$ cat src/hw/rtl/rau_pkg.sv
// ----------------------------------------------------------------------------
// rau_pkg
// Shared types, codes and constants of the rational arithmetic unit.
// ----------------------------------------------------------------------------
package rau_pkg;

  localparam int WORD_WIDTH_DEF = 32;
  localparam int IN_DATA_BITS   = 136;
  localparam int OUT_DATA_BITS  = 72;

  localparam logic [2:0] OP_NORM  = 3'd0;
  localparam logic [2:0] OP_ADD   = 3'd1;
  localparam logic [2:0] OP_SUB   = 3'd2;
  localparam logic [2:0] OP_MUL   = 3'd3;
  localparam logic [2:0] OP_DIV   = 3'd4;
  localparam logic [2:0] OP_CMP   = 3'd5;
  localparam logic [2:0] OP_TRUNC = 3'd6;

  localparam logic [1:0] STAT_OK   = 2'd0;
  localparam logic [1:0] STAT_DIVZ = 2'd1;
  localparam logic [1:0] STAT_OVF  = 2'd2;

  typedef enum logic [3:0] {
    ST_IDLE,
    ST_LOAD,
    ST_MUL,
    ST_FORM,
    ST_GCD,
    ST_GCDW,
    ST_DIVN,
    ST_DIVD,
    ST_TRUNC,
    ST_CHECK,
    ST_OUT
  } rau_state_t;

  typedef struct packed {
    logic busy;
    logic done;
  } rau_div_stat_t;

endpackage

$ cat src/hw/rtl/rau_mul.sv
// ----------------------------------------------------------------------------
// rau_mul
// Signed multiplier with a registered product.
// ----------------------------------------------------------------------------
module rau_mul #(
  parameter int OW = 33
) (
  input  logic                 clk,
  input  logic signed [OW-1:0] op_a,
  input  logic signed [OW-1:0] op_b,
  output logic signed [2*OW-1:0] prod
);
  import rau_pkg::*;

  logic signed [2*OW-1:0] prod_r;

  always_ff @(posedge clk) begin
    prod_r <= (2*OW)'(op_a) * (2*OW)'(op_b);
  end

  assign prod = prod_r;

endmodule

$ cat config.mk
export PLATFORM = sky130hd
export DESIGN_NAME = rau_mul
export DESIGN_NICKNAME = d
export VERILOG_FILES = /design/src/hw/rtl/rau_pkg.sv /design/src/hw/rtl/rau_mul.sv
export SDC_FILE = /design/constraint.sdc
export NUM_CORES = 2
export LEC_CHECK = 0
export BUFFER_PORTS_ARGS = -buffer_cell sky130_fd_sc_hd__buf_2
export CAP_MARGIN = 20
export CORE_ASPECT_RATIO = 0.8
export CORE_UTILIZATION = 44
export CTS_BUF_LIST = sky130_fd_sc_hd__clkbuf_8
export DETAILED_ROUTE_END_ITERATION = 7
export GPL_ROUTABILITY_DRIVEN = 1
export GPL_TIMING_DRIVEN = 0
export HOLD_SLACK_MARGIN = 0.02
export PLACE_DENSITY_LB_ADDON = 0.12
export SLEW_MARGIN = 5
export SYNTH_ARGS = -nofsm -noshare
export SYNTH_HDL_FRONTEND = slang
export SYNTH_SLANG_ARGS = --single-unit
$ cat constraint.sdc
create_clock -name clk -period 13.4 [get_ports clk]
set_input_delay 3.35 -clock clk [delete_from_list [all_inputs] [get_ports clk]]
set_output_delay 3.35 -clock clk [all_outputs]
set_load 0.05 [all_outputs]
Word level (Yosys, flattened, before mapping)
Cells that the tools add are included.
{"block": "word_totals", "reg_bits": 66, "in_bits": 67, "elab_cells": 2, "output_inout_bits": 66}
{"block": "op_classes", "n_mul": 1}
{"operator": "$mul A33 B33 Y66", "n": 1}

Logic depth before layout (Yosys ltp)
{"block": "depth", "ltp_word": 1, "mapped_depth": 27, "depth_no_buf": 26}

Worst setup path before layout
OpenSTA, ideal clock, no wires.
{"block": "synth_timing", "path_kind": "in2reg", "start": "input port op_a[32]", "end": "register prod_r[62] (netlist: prod[62])", "required_time_ns": 13.321, "path_buffers": 2, "t_arrival_ns": 10.507, "path_slack_ns": 2.814, "setup_time_ns": 0.079, "cell_stages": 23, "cell_sequence": "clkbuf_1 nand2_1 inv_1 fa_1 fa_1 fa_1 fa_1 fa_1 fa_1 fa_1 inv_1 fa_1 inv_1 ha_1 clkbuf_1 and3_1 nand3_1 nand2b_1 a2111oi_4 a211oi_4 a21o_2 a21o_1 a211oi_2"}
{"block": "synth_via", "elab_chain_len": 1}
{"element": "start: declaration", "line": "rau_mul.sv:9", "text": "input logic signed [OW-1:0] op_a,"}
{"element": "$mul A33 B33 Y66", "line": "rau_mul.sv:18", "text": "prod_r <= (2*OW)'(op_a) * (2*OW)'(op_b);"}
{"element": "end signal: assignment", "line": "rau_mul.sv:18"}
{"element": "end: declaration", "line": "rau_mul.sv:15", "text": "logic signed [2*OW-1:0] prod_r;"}
Every way passes these cells.

Final worst setup path
{"block": "layout_timing", "start": "input port op_b[0]", "end": "register prod_r[58] (netlist: prod[58])"}
{"block": "layout_via", "elab_chain_len": 1}
{"element": "start: declaration", "line": "rau_mul.sv:10", "text": "input logic signed [OW-1:0] op_b,"}
{"element": "$mul A33 B33 Y66", "line": "rau_mul.sv:18"}
Every way passes these cells.

==> flow_summary.toml <==
[timing]
max_freq_mhz = 83.21
finalCritPeriodShare = 0.8969
finalSetupTns_ns = 0
relSlewSlack = 0.1588
tightestPinTransition_ns = 1.262
period_needed_ns = 12.02
rsz0062_at_grt = "no"
setup_viol = 0
hold_viol_final = 0
maxSlewViolCount = 0

[drt]
vias_per_cell = 5.296
vias = 30265
route.met3.wl_um = 26910
drt_iter0_markers = 3237
drt-wirelength-per-cell_um = 27.81
wl_um = 158900
ant_nets = 0
wl_met2_um = 59300
dr.pass1.iters = 8
wl_met1_um = 69260
routed.top_layer = "met5"
route.detailed.drc = 24

[cells_and_area]
largest_register_ff_count = 66
drive_above_1_share = 0.04581
area_growth_pct = 6.420
nets = 5921

[clock_network]
numCtsBuffers = 9
cts_setup_buffers = 0
cts_resized = 0
clkTransAtPathRegs_ns = 0.08
cts_max_level = 3
cts-root-buf = "clkbuf_8"
hold_buffers = 0
clk_path_buf_depth = 2
cts.sinks = 66
cts_tree = "built"

[worst_setup_path]
cp.required_ns = 13.67
crit_path_end_kind = "flop"
path_cells = "buf_2, clkbuf_1, nand2_1, inv_1, fa_1, fa_1, fa_1, fa_1, fa_1, fa_1, fa_1, inv_1, fa_1, inv_1, ha_1, clkbuf_1, and3_1, nand3_1, nand2b_1, a2111oi_4, a211oi_4, a21oi_2, nor4b_2, a311oi_1"
worstPathArrival_ns = 12.29
crit_path_max_fanout = 17
critPathMaxStageDelay_ns = 1.32
critPathKind = "primary input to flop"
critPathSlowestCell = "fa_1"
worst_setup_path_start_kind = "primary input"
path_delay_family = "adder cells"
crit_top_cell = "fa_1"
worst-path-buf-inv = 6

[die]
start_util = 0.4456
die_h_um = 274.1
dieWidth_um = 342.2
die_area_um2 = 93810
rows = 99
coreArea_um2 = 91420
io_pins = 133

[synthesis]
async_reset_ff_frac = 0
synth_top_cell_area_share = 0.5627
yosysSeqAreaShare = 0.03244
synth_flop_cell = "dfxtp_1"
synth_area_leaders = "fa_1 56%, inv_1 10%, and2_1 8.6%"
synth_area_um2 = 40730
synth.avg_cell_area_um2 = 9.390
synth.largest_area_cell = "fa_1"
synthCells = 4338
ys_warn_count = 0
yosysMostFrequentCell = "fa_1"
synth_edf_count = 0
synth_cell_types = 80
synth_common_cells = "1145 x fa_1, 1131 x inv_1, 562 x and2_1"
ys_seq_elements = 66
syn-num-nets = 5767

[global_routing]
first_global_vias = 31685
track_usage = 0.3534
grt_pass1_wl_um = 231200
grt_overflow_total = 0
grt_max_degree = 27
antenna_found_initial = 22

[place]
gp_congestion = 1.054
dp_hpwl_um = 136800
io_buffers = 132

[min_path]
worstHoldPathType = "primary input to flop"
hold_depth = 2
hold_path_end = "prod[0]$_DFF_P_"
hold_start = "op_a[0]"

[status]
violations = "DRC"
outcome = "complete, but fails checks"

[flow_run]
maxCapViolations = 0
==> worst max-delay path by stage <==
stage / end / cells after the start / from
2_1_floorplan: prod[62]$_DFF_P_ / 23 / op_a[32]
3_3_place_gp: prod[58]$_DFF_P_ / 24 / op_a[32]
3_5_place_dp: prod[58]$_DFF_P_ / 24 / op_a[32]
4_1_cts: prod[58]$_DFF_P_ / 24 / op_a[32]
5_1_grt: prod[58]$_DFF_P_ / 24 / op_a[32]
6_report: prod[58]$_DFF_P_ / 24 / op_b[0]
==> per-stage QoR <==
stage	instance area, µm²	hold WS (ns)	utilization	setup slack, ns	std cells
global placement	42910	3.772	0.4694	0.9055	5682
global route	43340	3.378	0.4741	0.9719	5712
finish	43350	3.386	0.4742	1.382	5715
detailed placement	43030	3.780	0.4708	0.9873	5689
CTS	43280	3.359	0.4734	1.355	5705
floorplan	40730	3.477	-	2.814	4338
==> layer usage <==
metal | vias up | track usage
li1 | 12651 | -
met5 | - | 0
met1 | 15671 | 0.5239
met3 | 181 | 0.1859
met2 | 1750 | 0.4497
met4 | 12 | 0.06837
==> kinds of logic after synthesis <==
kind of cell             share of synthesized area
AND/OR/NAND/NOR                             0.1578
adder cells (fa/ha/maj)                     0.6294
flip-flops                                 0.03244
XOR/XNOR                                   0.01462
AO/OA/AOI/OAI                              0.04067
buffers and inverters                       0.1251
==> cell usage in the layout, fill, tap and decap left out, types with 4 or more instances in the layout <==
cell      synthesis  final
a211o_1           6      6
a211oi_1          7      7
a21o_1           36     36
a21oi_1          57     57
a31oi_1           8      8
and2_1          562    562
and3_1            5      5
and4_1            5      5
buf_2            11    143
buf_6             1      4
buf_8             0      6
clkbuf_1        208    208
clkbuf_8          0     10
dfxtp_1          66     66
diode_2           0      6
fa_1           1145   1145
ha_1            217    217
inv_1          1131   1133
nand2_1         551    551
nand2b_1         12     12
nand3_1          25     25
nand4_1          11     11
nor2_1           68     68
nor2b_1           5      5
nor3_1            7      7
o211ai_1          4      4
o21a_1            6      6
o21ai_0          25     25
o21ai_1           6      6
o21bai_1         11     11
xnor2_1          43     43
xor2_1           25     25
==> cell type report <==
type                    instances  area, µm²
diodes                          6      15.01
repair buffers                143      839.6
clock buffers                  10      137.6
clock inverters                 6      106.4
fillers                      9067      48070
well taps                    1212       1516
flip-flops and latches         66       1321
plain buffers                 221      850.8
inverters                    1131       4245
multi-input cells            2920      34320
Power is not shown: default switching activity piles up to over one toggle a cycle in this logic, so the estimate is an artifact.
