===== config.mk =====
export PLATFORM = sky130hd
export DESIGN_NAME = rau_divider
export DESIGN_NICKNAME = d
export VERILOG_FILES = /design/src/hw/rtl/rau_pkg.sv /design/src/hw/rtl/rau_divider.sv
export SDC_FILE = /design/constraint.sdc
export NUM_CORES = 1
export LEC_CHECK = 0
export BUFFER_PORTS_ARGS = -buffer_cell sky130_fd_sc_hd__buf_4
export CORE_ASPECT_RATIO = 1.1
export CORE_MARGIN = 2
export CORE_UTILIZATION = 30
export CTS_BUF_LIST = sky130_fd_sc_hd__clkbuf_4 sky130_fd_sc_hd__clkbuf_8
export DETAILED_ROUTE_END_ITERATION = 12
export PLACE_DENSITY = 0.61
export SYNTH_ARGS = -nofsm -noshare
export SYNTH_HDL_FRONTEND = slang
export SYNTH_SLANG_ARGS = --single-unit
export TNS_END_PERCENT = 100

===== constraint.sdc =====
create_clock -name clk -period 3.1 [get_ports clk]
set_input_delay 0.31 -clock clk [delete_from_list [all_inputs] [get_ports clk]]
set_output_delay 0.31 -clock clk [all_outputs]
set_load 0.03 [all_outputs]

===== src/hw/rtl/rau_pkg.sv =====
// ----------------------------------------------------------------------------
// rau_pkg
// Shared types, codes and constants of the rational arithmetic unit.
// ----------------------------------------------------------------------------
package rau_pkg;

  localparam int WORD_WIDTH_DEF = 32;
  localparam int IN_DATA_BITS   = 136;
  localparam int OUT_DATA_BITS  = 72;

  localparam logic [2:0] OP_NORM  = 3'd0;
  localparam logic [2:0] OP_ADD   = 3'd1;
  localparam logic [2:0] OP_SUB   = 3'd2;
  localparam logic [2:0] OP_MUL   = 3'd3;
  localparam logic [2:0] OP_DIV   = 3'd4;
  localparam logic [2:0] OP_CMP   = 3'd5;
  localparam logic [2:0] OP_TRUNC = 3'd6;

  localparam logic [1:0] STAT_OK   = 2'd0;
  localparam logic [1:0] STAT_DIVZ = 2'd1;
  localparam logic [1:0] STAT_OVF  = 2'd2;

  typedef enum logic [3:0] {
    ST_IDLE,
    ST_LOAD,
    ST_MUL,
    ST_FORM,
    ST_GCD,
    ST_GCDW,
    ST_DIVN,
    ST_DIVD,
    ST_TRUNC,
    ST_CHECK,
    ST_OUT
  } rau_state_t;

  typedef struct packed {
    logic busy;
    logic done;
  } rau_div_stat_t;

endpackage


===== src/hw/rtl/rau_divider.sv =====
// ----------------------------------------------------------------------------
// rau_divider
// Restoring unsigned divider, one quotient bit per cycle.
// ----------------------------------------------------------------------------
module rau_divider #(
  parameter int MW = 64
) (
  input  logic                   clk,
  input  logic                   rst_n,
  input  logic                   start,
  input  logic [MW-1:0]          dividend,
  input  logic [MW-1:0]          divisor,
  output rau_pkg::rau_div_stat_t stat,
  output logic [MW-1:0]          quo,
  output logic [MW-1:0]          rem
);
  import rau_pkg::*;

  localparam int CW = $clog2(MW + 1);

  logic [MW:0]   rem_r, rem_nxt;
  logic [MW-1:0] quo_r, quo_nxt;
  logic [MW-1:0] dvs_r;
  logic [CW-1:0] cnt_r;
  logic          busy_r, done_r;
  logic [MW:0]   shifted, diff;

  always_comb begin
    shifted = {rem_r[MW-1:0], quo_r[MW-1]};
    diff    = shifted - {1'b0, dvs_r};
    if (!diff[MW]) begin
      rem_nxt = diff;
      quo_nxt = {quo_r[MW-2:0], 1'b1};
    end else begin
      rem_nxt = shifted;
      quo_nxt = {quo_r[MW-2:0], 1'b0};
    end
  end

  always_ff @(posedge clk) begin
    if (!rst_n) begin
      busy_r <= 1'b0;
      done_r <= 1'b0;
      cnt_r  <= '0;
    end else begin
      done_r <= 1'b0;
      if (start) begin
        busy_r <= 1'b1;
        cnt_r  <= CW'(MW);
      end else if (busy_r) begin
        cnt_r <= cnt_r - 1'b1;
        if (cnt_r == CW'(1)) begin
          busy_r <= 1'b0;
          done_r <= 1'b1;
        end
      end
    end
  end

  always_ff @(posedge clk) begin
    if (start) begin
      rem_r <= '0;
      quo_r <= dividend;
      dvs_r <= divisor;
    end else if (busy_r) begin
      rem_r <= rem_nxt;
      quo_r <= quo_nxt;
    end
  end

  assign stat.busy = busy_r;
  assign stat.done = done_r;
  assign quo       = quo_r;
  assign rem       = rem_r[MW-1:0];

endmodule


== Word-level counts from Yosys, hierarchy flattened ==
Index checks and enable logic that the tools add are counted.
Widths: inputs -> output; s select.

* Flip-flop bits (word level): 201
* Input port bits: 131
* Logic and storage cells: 25

* Add/sub/neg operators: 2
* Eq/ne operators: 1
* Mux-type cells: 10
* Bitwise gates (word level): 2
* Reduce and logical (&&, ||, !) cells: 3

{| class="wikitable"
|+ Operators by type and width
! operator !! number
|-
| $mux 64 || 3
|-
| $sub 65x64->65 || 1
|-
| $mux 7 || 2
|-
| $eq 7x1->1 const B || 1
|-
| $sub 7x1->7 const B || 1
|-
| $mux 1 || 5
|-
| $reduce_or 3->1 || 1
|-
| $not 1->1 || 2
|-
| $reduce_bool 2->1 || 1
|-
| $reduce_or 2->1 || 1
|}

== Longest topological paths before layout ==
* Word-level depth: 4
* Gate-level depth with buffers: 15
* Depth with buffers taken out: 13

== Worst setup path after synthesis ==
Ideal clock, no wire load.

* Path type: flip-flop to flip-flop
* Start point: register quo_r[63] (netlist: quo[63])
* End point: register rem_r[0]
* Setup time: 0.193 ns
* Data arrival time: 3.046 ns
* Data required time: 2.907 ns
* Setup slack: -0.139 ns
* Stages on the path, launching flop included: 16
* Period minus slack after synthesis: 3.239 ns
* Cells stage by stage: edfxtp_1 > inv_1 > ha_1 > fa_1 > nand2b_1 > a21oi_1 > nor4_1 > o21ai_0 > a31oi_2 > a21oi_4 > xor2_2 > buf_6 > buf_6 > nand2_1 > o211ai_1 > o21ai_0

* Longest elaborated chain between the ends: 2

{| class="wikitable"
|+ Ends and longest elaborated chain
! element !! line !! RTL
|-
| from (decl) || rau_divider.sv:22 || <nowiki>logic [MW-1:0] quo_r, quo_nxt;</nowiki>
|-
| from (signal assigned) || rau_divider.sv:63 || <nowiki>quo_r <= dividend;</nowiki>
|-
| from (signal assigned) || rau_divider.sv:67 || <nowiki>quo_r <= quo_nxt;</nowiki>
|-
| $sub 65x64->65 || rau_divider.sv:30 || <nowiki>diff = shifted - {1'b0, dvs_r};</nowiki>
|-
| $mux 64 * || rau_divider.sv:31 || <nowiki>if (!diff[MW]) begin</nowiki>
|-
| to (signal assigned) || rau_divider.sv:66 || <nowiki>rem_r <= rem_nxt;</nowiki>
|-
| to (decl) || rau_divider.sv:21 || <nowiki>logic [MW:0] rem_r, rem_nxt;</nowiki>
|}

Mark *: on every way between the ends. The rest lies on a longest branch, timed or not.
A chain may end at the register's enable or synchronous reset.

== Final worst setup path ==
* Start point: register dvs_r[36]
* End point: register rem_r[28]

* Longest elaborated chain between the ends: 2

{| class="wikitable"
|+ Ends and longest elaborated chain
! element !! line !! RTL
|-
| from (decl) || rau_divider.sv:23 || <nowiki>logic [MW-1:0] dvs_r;</nowiki>
|-
| from (signal assigned) || rau_divider.sv:64 || <nowiki>dvs_r <= divisor;</nowiki>
|-
| $sub 65x64->65 || rau_divider.sv:30 ||
|-
| $mux 64 || rau_divider.sv:31 ||
|}

Every way passes these cells.

==> flow_summary_export.csv <==
group,metric,value,unit
outcome,run_status,"finished with violations",
outcome,failing_checks,"setup timing",
detailed_routing,drt_pre_antenna_iters,5,
placement,hpwl,28930,µm
worst_hold_path,hold_path.class,"in -> reg",
synthesis,synthesis.area_per_instance,9.792,µm²
sta,slew_violations,0,
grt,pin_count_of_the_biggest_net_entering_global_routing,58,
worst_hold_path,min_delay_worst_endpoint,"quo[9]$_DFFE_PP_",
sta,worst_pin_slew,891.5,ps
pwr,cellLeakagePower,7.856,nW
synthesis,number_of_enable_type_register_cells_in_the_synthesized_netlist,128,
placement,port_buf_inserts,260,
floorplanning,coreArea,39080,µm²
cells_and_area,design_area,18530,µm²
cells_and_area,final_core_utilization,47.41,%
synthesis,cell_taking_the_most_area_after_synthesis,"edfxtp_1",
sta,report.final.hold_viol_count,0,
pwr,pwr-share-comb,30.0,%
pwr,internal-power,0.005991,W
detailed_routing,number_of_remaining_drc_errors,0,
grt,wire_length_of_the_first_global_routing_pass,62220,µm
grt,grt_antenna_before_repair,2,
sta,setup_viol,1,
worst_setup_path,reg2regPathDepth,14,
sta,min_period_over_period,100.4,%
worst_hold_path,min_from,"dividend[9]",
worst_setup_path,path_cells,"inv_1, ha_2, nand2_1, nor4_4, and2_4, and3_1, a31oi_4, a21oi_4, buf_12, xnor2_4, buf_12, buf_12, nand2_2, a311oi_2",
cells_and_area,layout-area-overhead-vs-synth,55.88,%
worst_setup_path,cp-end-kind,"register",
synthesis,synthesis.area,11890,µm²
synthesis,dominant_register_cell_in_the_synthesized_netlist,"edfxtp_1",
worst_setup_path,timing.critical_path.required,3570,ps
sta,grt_setup_unrepaired,"true",
floorplanning,io_pins,261,
cts,clock_insertion_delay_worst_skew,600,ps
cells_and_area,post_route_cells_drive_above_1_share,41.12,%
synthesis,synth.net_count,1412,
cts,cts.htree.levels,2,
sta,max_clock_freq,321.4,MHz
floorplanning,rows,76,
cells_and_area,multi_input_area,6719,µm²
synthesis,synthMostInstantiatedCell,"nand2_1",
cells_and_area,ff_latch_area,5306,µm²
cts,clock_sinks,201,
worst_setup_path,largest_delay_share_family_worst_path,"simple AND/OR/NAND/NOR gates",
worst_setup_path,path_max_fanout,7,
synthesis,synthesis.instances,1214,
detailed_routing,drtAntennaViolNets,0,
synthesis,yosys.area.top_type_share,32.33,%
worst_setup_path,timing.rr.end,"rem_r[28]$_SDFFE_PP0P_",
worst_setup_path,cp_data_arrival_time,3580,ps
cts,clock_tree_from_tritoncts,"yes",
worst_setup_path,cp_common_cell,"buf_12",
cts,cts.path.max_buffers,3,
floorplanning,die_h,212.8,µm
pwr,seq_power_share,36.8,%
grt,grt_util_all_layers,18.92,%
synthesis,post_synth_most_frequent_cells,"nand2_1 (136), edfxtp_1 (128), a21oi_1 (112)",
placement,place_worst_setup_slack,-268.1,ps
floorplanning,initial_utilization,30.42,%
cts,clock-root-buffer,"clkbuf_8",
grt,grt_overflow,0,
pwr,switching_share,31.95,%
synthesis,asyncSetResetFlopFracSynth,0,%
cells_and_area,num-nets-final,1956,
cells_and_area,nFillCells,3616,
placement,gp_routability_congestion,0.8620,
pwr,vdd_ir_drop_max,0.0004923,V
cts,cts_inserted_buffers,40,
placement,placement.cell_area,15510,µm²
sta,postLayoutSetupSlackWorst,-11.14,ps
worst_setup_path,crit_slowest_cell,"ha_2",
worst_setup_path,reg_to_reg_slack_setup,-10,ps
synthesis,synth.distinct_cells,71,
pwr,power.density_cell_area,475.1,nW/µm²
sta,post_layout_min_period,3111,ps
grt,first_global_vias,11710,
cts,cts.clk_slew.worst_paths,60,ps
flow_run,timing.max_cap.violations,0,
detailed_routing,vias,11430,
worst_setup_path,critical_path_launch_point_type,"register",
pwr,share_clk_of_total_power,33.3,%
detailed_routing,routed_wire_length_per_instance,18.24,µm
worst_setup_path,type_of_the_setup_path_with_the_least_slack,"reg -> reg",
floorplanning,floorplan.die.width,193.8,µm
detailed_routing,post_drt_via_cell_ratio,4.975,
synthesis,ys_warn_count,0,
synthesis,synth_seq_area_share,44.63,%
synthesis,synth.area.top_cells,"edfxtp_1 (32%), dfxtp_1 (12%), ha_1 (6.9%)",
worst_setup_path,worst_path_largest_cell_delay,380,ps
synthesis,synth-seq-cells,201,
worst_setup_path,number_of_buffer_and_inverter_instances_along_the_worst_setup_path,4,
sta,clock_skew,38.58,ps
pwr,p_sw,0.002813,W
detailed_routing,first_iter_violations,561,
floorplanning,design.die.area,41230,µm²
worst_setup_path,critical_path.reg2reg.startpoint,"dvs_r[36]$_DFFE_PP_",
sta,timing.max_slew.rel_slack,40.35,%
detailed_routing,wl,41910,µm
worst_hold_path,hold_path_cells,2,
sta,final.setup.tns,-11.14,ps
-- area by class of cell --
class,instances,area share [%]
multi-input combinational,872,36.26
sequential,201,28.64
inverter,81,1.641
timing repair buffer,562,25.42
clock inverter,9,0.3916
clock buffer,65,4.220
tap,507,3.423
antenna,1,0.01350
-- flip-flops by register name (all words and copies together), names as in the netlist --
register and count:
busy_r 1, dvs_r 64, quo 64, rem_r 64
cnt_r 7, done_r 1
-- placed cells by master (no fill, tap or decap), types with 17 or more instances in the layout --
master,instances
buf_4,431
edfxtp_1,128
nand2_1,117
dlygate4sd3_1,116
nor2_1,95
a21oi_1,91
inv_1,76
dfxtp_1,72
mux2_2,63
ha_1,47
clkbuf_8,47
xnor2_1,40
o21ai_0,37
a21o_1,29
xor2_1,22
a21oi_2,20
clkbuf_4,18
nand4_1,17
nand2_2,17
-- stage by stage --
step / std cells / power (W) / hold WS, ps
detailed placement: 2089 / 0.005597 / 486.8
finish: 2298 / 0.008804 / 50.28
floorplan: 1214 / 0.004619 / 408.9
global placement: 2089 / 0.005576 / 481.0
CTS: 2279 / 0.008749 / 0.6216
global route: 2298 / 0.009242 / 17.42
-- logic make-up (layout without fill, tap and decap cells) --
| family | Yosys count | count (layout) | share of synthesized area (%) |
|---|---|---|---|
| and+or+nand+nor | 327 | 327 | 12.13 |
| DFF | 201 | 201 | 44.63 |
| other | 0 | 1 | 0 |
| AOI/OAI and AO/OA | 337 | 337 | 19.20 |
| adders and majority gates | 67 | 67 | 7.115 |
| muxes | 77 | 77 | 7.147 |
| xor gates and xnor gates | 64 | 64 | 4.778 |
| buffers and inverters | 141 | 717 | 5.010 |
-- power groups by stage --
stage                     combinational [W]  clock, W  sequential, W
after detailed placement            0.00232         0        0.00328
after CTS                           0.00248   0.00304        0.00323
after floorplan                     0.00107         0        0.00355
after global routing                0.00285   0.00313        0.00326
after global placement              0.00230         0        0.00327
final                               0.00264   0.00293        0.00324
-- worst max path at each step --
stage                         from  cells after the start  slack (ps)                endpoint
2_1_floorplan    quo[63]$_DFFE_PP_                     15          30   rem_r[0]$_SDFFE_PP0P_
3_3_place_gp     quo[63]$_DFFE_PP_                     14        -180  rem_r[42]$_SDFFE_PP0P_
3_5_place_dp     quo[63]$_DFFE_PP_                     13        -270  rem_r[28]$_SDFFE_PP0P_
4_1_cts        dvs_r[43]$_DFFE_PP_                     12         -50  rem_r[28]$_SDFFE_PP0P_
5_1_grt         dvs_r[0]$_DFFE_PP_                     14        -130  rem_r[28]$_SDFFE_PP0P_
6_report       dvs_r[36]$_DFFE_PP_                     14         -10  rem_r[28]$_SDFFE_PP0P_
-- metal layers --
| layer | wire (µm) | global-route usage [%] | part of all wire [%] | up-vias |
|---|---|---|---|---|
| met4 | 1738 | 8.213 | 4.1 | 2 |
| met2 | 20510 | 33.17 | 49 | 390 |
| met3 | 2885 | 4.644 | 6.9 | 97 |
| li1 | - | - | - | 5532 |
| met5 | 13 | 0 | 0.031 | - |
| met1 | 16770 | 22.01 | 40 | 5412 |
-- what timing repair did --
action	CTS	global route
hold endpoints to repair	117	0
pin swaps	7	47
gates resized for setup	35	131
hold buffers	116	0
gates cloned	0	7
setup endpoints to repair	59	65
buffers inserted	0	11
Note: power is estimated with default switching activity, not from simulation.
